[src/rtl/core/atmu_pkg.sv]
// ----------------------------------------------------------------------------
// Affine transform matrix unit package
// Command codes, item and control types, and the Q16.16 saturation helper
// shared by the lanes and the top level.
// ----------------------------------------------------------------------------
package atmu_pkg;

  localparam int NUM_LANES = 4;
  localparam int ACC_W     = 52;
  localparam int ROT_SHIFT = 14;
  localparam int Q16_SHIFT = 16;

  localparam logic signed [31:0] ONE_Q16     = 32'sd65536;
  localparam longint             HALF_PI_Q30 = 64'sd1686629713;

  typedef enum logic [2:0] {
    OP_TRANSLATE = 3'd0,
    OP_ROTATE    = 3'd1,
    OP_SCALE     = 3'd2,
    OP_SET_TRANS = 3'd3,
    OP_LOAD_COL  = 3'd4,
    OP_TRANSFORM = 3'd5,
    OP_IDENTITY  = 3'd6
  } op_e;

  typedef struct packed {
    op_e                op;
    logic signed [31:0] value_a;
    logic signed [31:0] value_b;
    logic signed [31:0] value_c;
    logic signed [31:0] value_d;
    logic [1:0]         column_index;
    logic [11:0]        angle;
  } cmd_t;

  typedef struct packed {
    logic       mul;
    logic       apply;
    logic [1:0] step;
  } lane_ctl_t;

  function automatic logic signed [31:0] sat32(input logic signed [ACC_W-1:0] v);
    logic signed [31:0] r;
    if (v[ACC_W-1:31] == '0 || v[ACC_W-1:31] == '1) begin
      r = v[31:0];
    end else if (v[ACC_W-1]) begin
      r = 32'sh80000000;
    end else begin
      r = 32'sh7fffffff;
    end
    return r;
  endfunction

endpackage

[src/rtl/core/atmu_lane.sv]
// ----------------------------------------------------------------------------
// Affine transform matrix unit lane
// Holds one matrix row, runs one shared 32x32 multiplier per step and a
// registered shift/accumulate/saturate stage behind it.
// ----------------------------------------------------------------------------
module atmu_lane import atmu_pkg::*; #(
  parameter int ROW = 0
) (
  input  logic               clk_i,
  input  logic               rst_ni,
  input  lane_ctl_t          ctl_i,
  input  cmd_t               cmd_i,
  input  logic signed [15:0] sin_i,
  input  logic signed [15:0] cos_i,
  output logic signed [31:0] res_o
);

  localparam logic [1:0] ROW_IDX = 2'(ROW);

  logic signed [31:0]      w_q [4];
  logic signed [31:0]      vec [4];
  logic signed [31:0]      vrow;
  logic signed [31:0]      opa;
  logic signed [31:0]      opb;
  logic                    mul_act;
  logic                    m_vld_q;
  op_e                     m_op_q;
  logic [1:0]              m_step_q;
  logic signed [63:0]      prod_q;
  logic signed [63:0]      sh;
  logic signed [ACC_W-1:0] acc_q;
  logic signed [ACC_W-1:0] sum;
  logic signed [31:0]      sum_sat;
  logic signed [31:0]      hold_q;
  logic signed [31:0]      tr_sum;
  logic                    first;
  logic                    half;
  logic                    last;

  assign vec[0] = cmd_i.value_a;
  assign vec[1] = cmd_i.value_b;
  assign vec[2] = cmd_i.value_c;
  assign vec[3] = cmd_i.value_d;
  assign vrow   = (ROW == 0) ? cmd_i.value_a : cmd_i.value_b;

  always_comb begin
    opa     = w_q[ctl_i.step];
    opb     = vec[ctl_i.step];
    mul_act = 1'b0;
    case (cmd_i.op)
      OP_TRANSFORM: begin
        mul_act = 1'b1;
      end
      OP_ROTATE: begin
        mul_act = (ROW < 2);
        case (ctl_i.step)
          2'd0: begin
            opa = w_q[0];
            opb = 32'(cos_i);
          end
          2'd1: begin
            opa = w_q[1];
            opb = -(32'(sin_i));
          end
          2'd2: begin
            opa = w_q[0];
            opb = 32'(sin_i);
          end
          default: begin
            opa = w_q[1];
            opb = 32'(cos_i);
          end
        endcase
      end
      OP_SCALE: begin
        mul_act = (ROW < 2);
        opa     = w_q[ROW_IDX];
        opb     = vrow;
      end
      default: begin
        mul_act = 1'b0;
      end
    endcase
  end

  always_ff @(posedge clk_i or negedge rst_ni) begin
    if (!rst_ni) begin
      m_vld_q <= 1'b0;
    end else begin
      m_vld_q <= ctl_i.mul && mul_act;
    end
  end

  always_ff @(posedge clk_i) begin
    prod_q   <= 64'(opa) * 64'(opb);
    m_op_q   <= cmd_i.op;
    m_step_q <= ctl_i.step;
  end

  always_comb begin
    if (m_op_q == OP_ROTATE) begin
      sh    = prod_q >>> ROT_SHIFT;
      first = (m_step_q == 2'd0) || (m_step_q == 2'd2);
    end else begin
      sh    = prod_q >>> Q16_SHIFT;
      first = (m_step_q == 2'd0);
    end
    half    = (m_op_q == OP_ROTATE) && (m_step_q == 2'd1);
    last    = (m_op_q == OP_SCALE) || (m_step_q == 2'd3);
    sum     = (first ? '0 : acc_q) + $signed(sh[ACC_W-1:0]);
    sum_sat = sat32(sum);
    tr_sum  = sat32(ACC_W'(w_q[3]) + ACC_W'(vrow));
  end

  assign res_o = sum_sat;

  always_ff @(posedge clk_i) begin
    if (m_vld_q) begin
      acc_q <= sum;
      if (half) begin
        hold_q <= sum_sat;
      end
    end
  end

  always_ff @(posedge clk_i or negedge rst_ni) begin
    if (!rst_ni) begin
      for (int k = 0; k < 4; k++) begin
        w_q[k] <= (k == ROW) ? ONE_Q16 : '0;
      end
    end else if (m_vld_q && last) begin
      case (m_op_q)
        OP_ROTATE: begin
          w_q[0] <= hold_q;
          w_q[1] <= sum_sat;
        end
        OP_SCALE: begin
          w_q[ROW_IDX] <= sum_sat;
        end
        default: begin
        end
      endcase
    end else if (ctl_i.apply) begin
      case (cmd_i.op)
        OP_TRANSLATE: begin
          if (ROW < 2) begin
            w_q[3] <= tr_sum;
          end
        end
        OP_SET_TRANS: begin
          if (ROW < 2) begin
            w_q[3] <= vrow;
          end
        end
        OP_LOAD_COL: begin
          w_q[cmd_i.column_index] <= vec[ROW_IDX];
        end
        OP_IDENTITY: begin
          for (int k = 0; k < 4; k++) begin
            w_q[k] <= (k == ROW) ? ONE_Q16 : '0;
          end
        end
        default: begin
        end
      endcase
    end
  end

endmodule

[config.mk]
export PLATFORM = sky130hd
export DESIGN_NAME = atmu_lane
export DESIGN_NICKNAME = d
export VERILOG_FILES = /design/src/rtl/core/atmu_pkg.sv /design/src/rtl/core/atmu_lane.sv
export SDC_FILE = /design/constraint.sdc
export NUM_CORES = 2
export LEC_CHECK = 0
export ABC_AREA = 1
export BUFFER_PORTS_ARGS = -buffer_cell sky130_fd_sc_hd__buf_2
export CAP_MARGIN = 20
export CORE_ASPECT_RATIO = 1.2
export CORE_MARGIN = 3
export CORE_UTILIZATION = 25
export DETAILED_ROUTE_END_ITERATION = 8
export PLACE_DENSITY = 0.4
export SLEW_MARGIN = 15
export SYNTH_ARGS = -nofsm -noshare
export SYNTH_HDL_FRONTEND = slang
export SYNTH_SLANG_ARGS = --single-unit
[constraint.sdc]
create_clock -name clk_i -period 9.9 [get_ports clk_i]
set_input_delay 1.98 -clock clk_i [delete_from_list [all_inputs] [get_ports clk_i]]
set_output_delay 1.98 -clock clk_i [all_outputs]
set_load 0.05 [all_outputs]
# Yosys cells after proc, flatten, opt, wreduce, memory -nomap -nowiden
# Index checks and enable logic that the tools add are counted.
# op_classes
n_lt_le_gt_ge,3
mul,1
add_sub_neg,3
bitwise,3
n_reduce_logical,24
mux,27
n_eq_ne,17
# op_table
operator,count
32-bit two-way mux,11
32-bit case mux with 2 select lines,4
96-bit case mux with 2 select lines,1
32-bit binary-select mux with 2-bit select,2
128-bit bitwise mux,1
128-bit two-way mux,1
32-bit case mux with 4 select lines,1
32-bit demux with 2-bit select,1
32-bit by 32-bit multiplier with 64-bit output,1
64-bit two-way mux,1
52-bit adder,1
52-bit two-way mux,1
49-bit two-way mux,1
21-bit equality test (second input constant),2
21-bit logical NOT,2
32-bit by 32-bit adder with 33-bit output,1
16-bit negator with 32-bit output,1
3-bit AND reduction,4
3-bit by 2-bit equality test with 1-bit output (second input constant),3
3-bit equality test (second input constant),3
2-bit equality test (second input constant),3
3-bit by 1-bit equality test with 1-bit output (second input constant),2
3-bit greater-or-equal comparator (second input constant),2
2-bit NOT with 3-bit output,2
16 further kinds,26
# word_totals
output_inout_bits,32
wordCells,88
ff_bits,282

# Longest topological paths before layout
# depth
ltp_word,10
mapped_depth,49
depth_no_buf,48

# Worst setup path after synthesis
# OpenSTA, ideal clock, no wires.
# synth_path
path_type,input -> register
startpoint,in ctl_i[0] (netlist bit)
endpoint,reg prod_q[62]
required_ns,9.788
setup_ns,0.112
arrival_time_ns,10.740
slack_ns,-0.952
cell_stages,36
cell_sequence,buf_2 -> inv_1 -> buf_2 -> buf_2 -> buf_2 -> ha_1 -> buf_2 -> nor2_1 -> inv_1 -> nor2_1 -> a221oi_1 -> nor2_1 -> clkinv_1 -> clkbuf_1 -> a21oi_1 -> fa_1 -> fa_1 -> fa_1 -> fa_1 -> inv_1 -> fa_1 -> inv_1 -> fa_1 -> inv_1 -> fa_1 -> fa_1 -> inv_1 -> ha_1 -> a21oi_1 -> o21ai_0 -> a21oi_1 -> nor2_1 -> a211oi_1 -> nand2_1 -> nand2_1 -> nand2_1
# synth_between
elab_chain_cells,6
# synth_lines
item,line_no,source
"start, declared",atmu_lane.sv:11,"input lane_ctl_t ctl_i,"
2-bit NOT with 3-bit output (implied by the code),"atmu_lane.sv:47, atmu_lane.sv:48",
32-bit binary-select mux with 2-bit select (on tied branches),"atmu_lane.sv:47, atmu_lane.sv:48",
32-bit two-way mux (on tied branches) (2 in a row),"atmu_lane.sv:47, atmu_lane.sv:48",
32-bit case mux with 2 select lines,atmu_lane.sv:50,case (cmd_i.op)
32-bit by 32-bit multiplier with 64-bit output (*),atmu_lane.sv:95,prod_q <= 64'(opa) * 64'(opb);
"end signal, assigned",atmu_lane.sv:95,
"end, declared",atmu_lane.sv:29,logic signed [63:0] prod_q;
# Mark *: on every way between the ends. The rest lies on a longest branch, timed or not. The select of a mux whose other input is x is not followed.
# A chain may end at the register's enable or synchronous reset.

# Worst setup path in the final report
# layout_path
startpoint,in sin_i[1]
endpoint,reg prod_q[55]
# layout_between
elab_chain_cells,4
# layout_lines
item,line_no,source
"start, declared",atmu_lane.sv:13,"input logic signed [15:0] sin_i,"
16-bit negator with 32-bit output,atmu_lane.sv:63,opb = -(32'(sin_i));
32-bit case mux with 2 select lines (*),atmu_lane.sv:56,case (ctl_i.step)
32-bit case mux with 2 select lines (*),atmu_lane.sv:50,
32-bit by 32-bit multiplier with 64-bit output (*),atmu_lane.sv:95,
# Mark *: on every way between the ends. The rest lies on a longest branch, timed or not.

==> results.yml <==
flow_run:
  cap_violations: 0
synth:
  seq_area_frac_synth: 0.119
  avgSynthCellArea_um2: 7.58
  ys.flop_type: "dfrtp_1"
  syn_nets: 9132
  synthDistinctLibCells: 57
  synth_seq_cells: 268
  async_reset_ff_frac: 0.481
  yosysWarnings: 0
  synth-edff-count: 84
  netlist_instances: 7598
  syn_area_mm2: 0.0576
sta:
  fin_skew_ns: 0.0224
  setup_viol: 0
  final_max_slew_viol_count: 0
  fmax_mhz: 102
  maxSlewHeadroom: 0.255
  final.period_utilization: 0.990
  tightest_slew_ns: 1.11
  fin_crit_ns: 9.80
  hold_viol_final: 0
  rsz0062_at_grt: "yes"
global_routing:
  grt_util_met3: 0.0194
  grt_max_degree: 72
  grt.busiest_layer: "met2"
  grt_antenna_before_repair: 5
  grt_pass1_vias: 57000
  grtUsageMet2: 0.411
  grt_pass1_wl_um: 389000
  grtUsageTotal: 0.225
  grt_remaining_overflow: 0
  use_met1: 0.270
clocking:
  tritoncts: "yes"
  clockBufferDepth: 3
  clk_latency_ns: 0.64
  clock_sinks: 268
  ctsHoldBuffers: 0
  htree_levels: 1
  cts_buffers: 30
  cts.clk_slew.worst_paths_ns: 0.07
  cts_root_buf: "clkbuf_16"
layout:
  layout_commonest_cell: "nand2_1"
  multi_input_area_mm2: 0.0456
  num-fill-cells: 24600
  syn2layout_area_growth_pct: 29.4
  final_cell_mix: "nand2_1 (1,674), inv_1 (1,597), fa_1 (1,012), buf_4 (866), nor2_1 (728)"
  seq_area_mm2: 0.00685
  final_cell_count_no_fill: 11600
  nets: 10100
  drive_gt1_frac: 0.228
route:
  via_count: 53600
  wl_per_cell_um: 23.4
  dr.pass1.iters: 6
  drcViolationCount: 0
  vias_per_cell: 4.61
  wirelength_um: 271000
  drt_iter0_drc: 3461
  antenna_left: 0
die:
  io-pin-count: 215
  die-width_um: 444
  initial_utilization: 0.252
  dieArea_mm2: 0.236
  core_area_mm2: 0.228
  rows: 192
  die_h_um: 532
worst_hold_path:
  min_from: "w_q[46]$_DFFE_PN0P_"
  min_to: "w_q[46]$_DFFE_PN0P_"
  hold_depth: 2
  min_path_type: "reg2reg"
critical_path:
  start_kind: "primary input"
  cpPeakStageDelay_ns: 0.60
  r2r-end: "prod_q[62]$_DFF_P_"
  crit_path_end_kind: "register"
  reg2reg_setup_slack_ns: 1.61
  cp.required_ns: 10.46
  r2r-start: "w_q[63]$_DFFE_PN0P_"
  cp_max_fo: 4
  slowest_stage: "fa_2"
  arrival_ns: 10.36
  worstSetupPathType: "in2reg"
  critPathMostFrequentCell: "nor2_4"
  r2r_cells: 32
placed_design:
  place_inst: 11500
  gp_congestion: 0.948
  dp_hpwl_um: 231000
  io_buffer_count: 202
run_status:
  outcome: "complete, no violations"
-- logic make-up (layout without fill, tap and decap cells) --
logic type / Yosys count / count (layout) / synth area share
DFF: 268 / 268 / 0.119
adders and majority gates: 1351 / 1351 / 0.435
xor gates and xnor gates: 115 / 115 / 0.0175
other: 0 / 2 / 0
buffers and inverters: 2005 / 3011 / 0.133
AOI/OAI and AO/OA: 905 / 905 / 0.0907
and+or+nand+nor: 2954 / 2954 / 0.205
-- synth_stat cells (all sizes together), types with 74 or more instances --
library cell | count | share of area
nand2 | 1822 | 0.12
inv | 1693 | 0.11
fa | 1083 | 0.38
nor2 | 857 | 0.057
a21oi | 392 | 0.034
ha | 268 | 0.058
o21ai | 229 | 0.020
clkbuf | 209 | 0.014
nand3 | 198 | 0.018
dfrtp | 128 | 0.056
buf | 91 | 0.0084
edfxtp | 84 | 0.044
xor2 | 74 | 0.011
-- per-stage QoR --
step	hold WS [ns]	cell area (um2)	TNS, ns	util	setup slack (ns)
finish	0.524	74500	0	0.326	0.101
global route	0.544	74500	-3.56	0.326	-0.264
CTS	0.524	72700	-0.402	0.318	-0.0656
detailed placement	0.505	70300	-51.44	0.308	-1.34
global placement	0.501	70300	-51.25	0.308	-1.35
floorplan	0.466	57900	0	-	0.0254
-- per-layer routing --
| metal | wire length, um | vias to the layer above | share of wire |
|---|---|---|---|
| li1 | - | 24700 | - |
| met1 | 108000 | 27000 | 0.40 |
| met2 | 138000 | 1456 | 0.51 |
| met3 | 11100 | 386 | 0.041 |
| met4 | 14100 | 0 | 0.052 |
| met5 | 0 | - | 0 |
-- area by class of cell --
type | instances | area share
Antenna cell | 2 | 0.0000672
Clock buffer | 47 | 0.0122
Clock inverter | 9 | 0.00116
Inverter | 1705 | 0.0868
Multi-Input combinational cell | 5325 | 0.612
Sequential cell | 268 | 0.0920
Tap cell | 3007 | 0.0505
Timing Repair Buffer | 1250 | 0.146
-- registers in the layout, indices dropped and copies added, names as in the netlist --
register  flops
prod_q       50
acc_q        52
m_op_q        3
m_step_q      2
hold_q       32
m_vld_q       1
w_q         128
-- what timing repair did --
action                                 4_1_cts  5_1_grt
endpoints found under the hold margin        0        0
gates cloned                                 1        3
setup endpoints to repair                   43       43
resized for setup                          340      342
pin swaps                                  138      180
setup buffers                               29       47
-- how the worst max path moves through the flow --
stage / startpoint / end / cells past startpoint
after CTS: sin_i[1] / prod_q[56]$_DFF_P_ / 48
after global placement: sin_i[0] / prod_q[63]$_DFF_P_ / 46
final: sin_i[1] / prod_q[55]$_DFF_P_ / 50
after detailed placement: sin_i[1] / prod_q[55]$_DFF_P_ / 43
after global routing: sin_i[1] / prod_q[63]$_DFF_P_ / 53
after floorplan: ctl_i[0] / prod_q[59]$_DFF_P_ / 35
-- critical path: cells and delay by family --
kind,cells,cell delay [ns]
AOI/OAI and AO/OA,1,0.08
xor gates and xnor gates,1,0.15
adders and majority gates,10,4.52
buffers and inverters,16,1.54
and+or+nand+nor,22,2.02
Power is left out: the tool's default activity adds up to more than one toggle a clock period on the data nets, which glitch-free logic cannot reach.
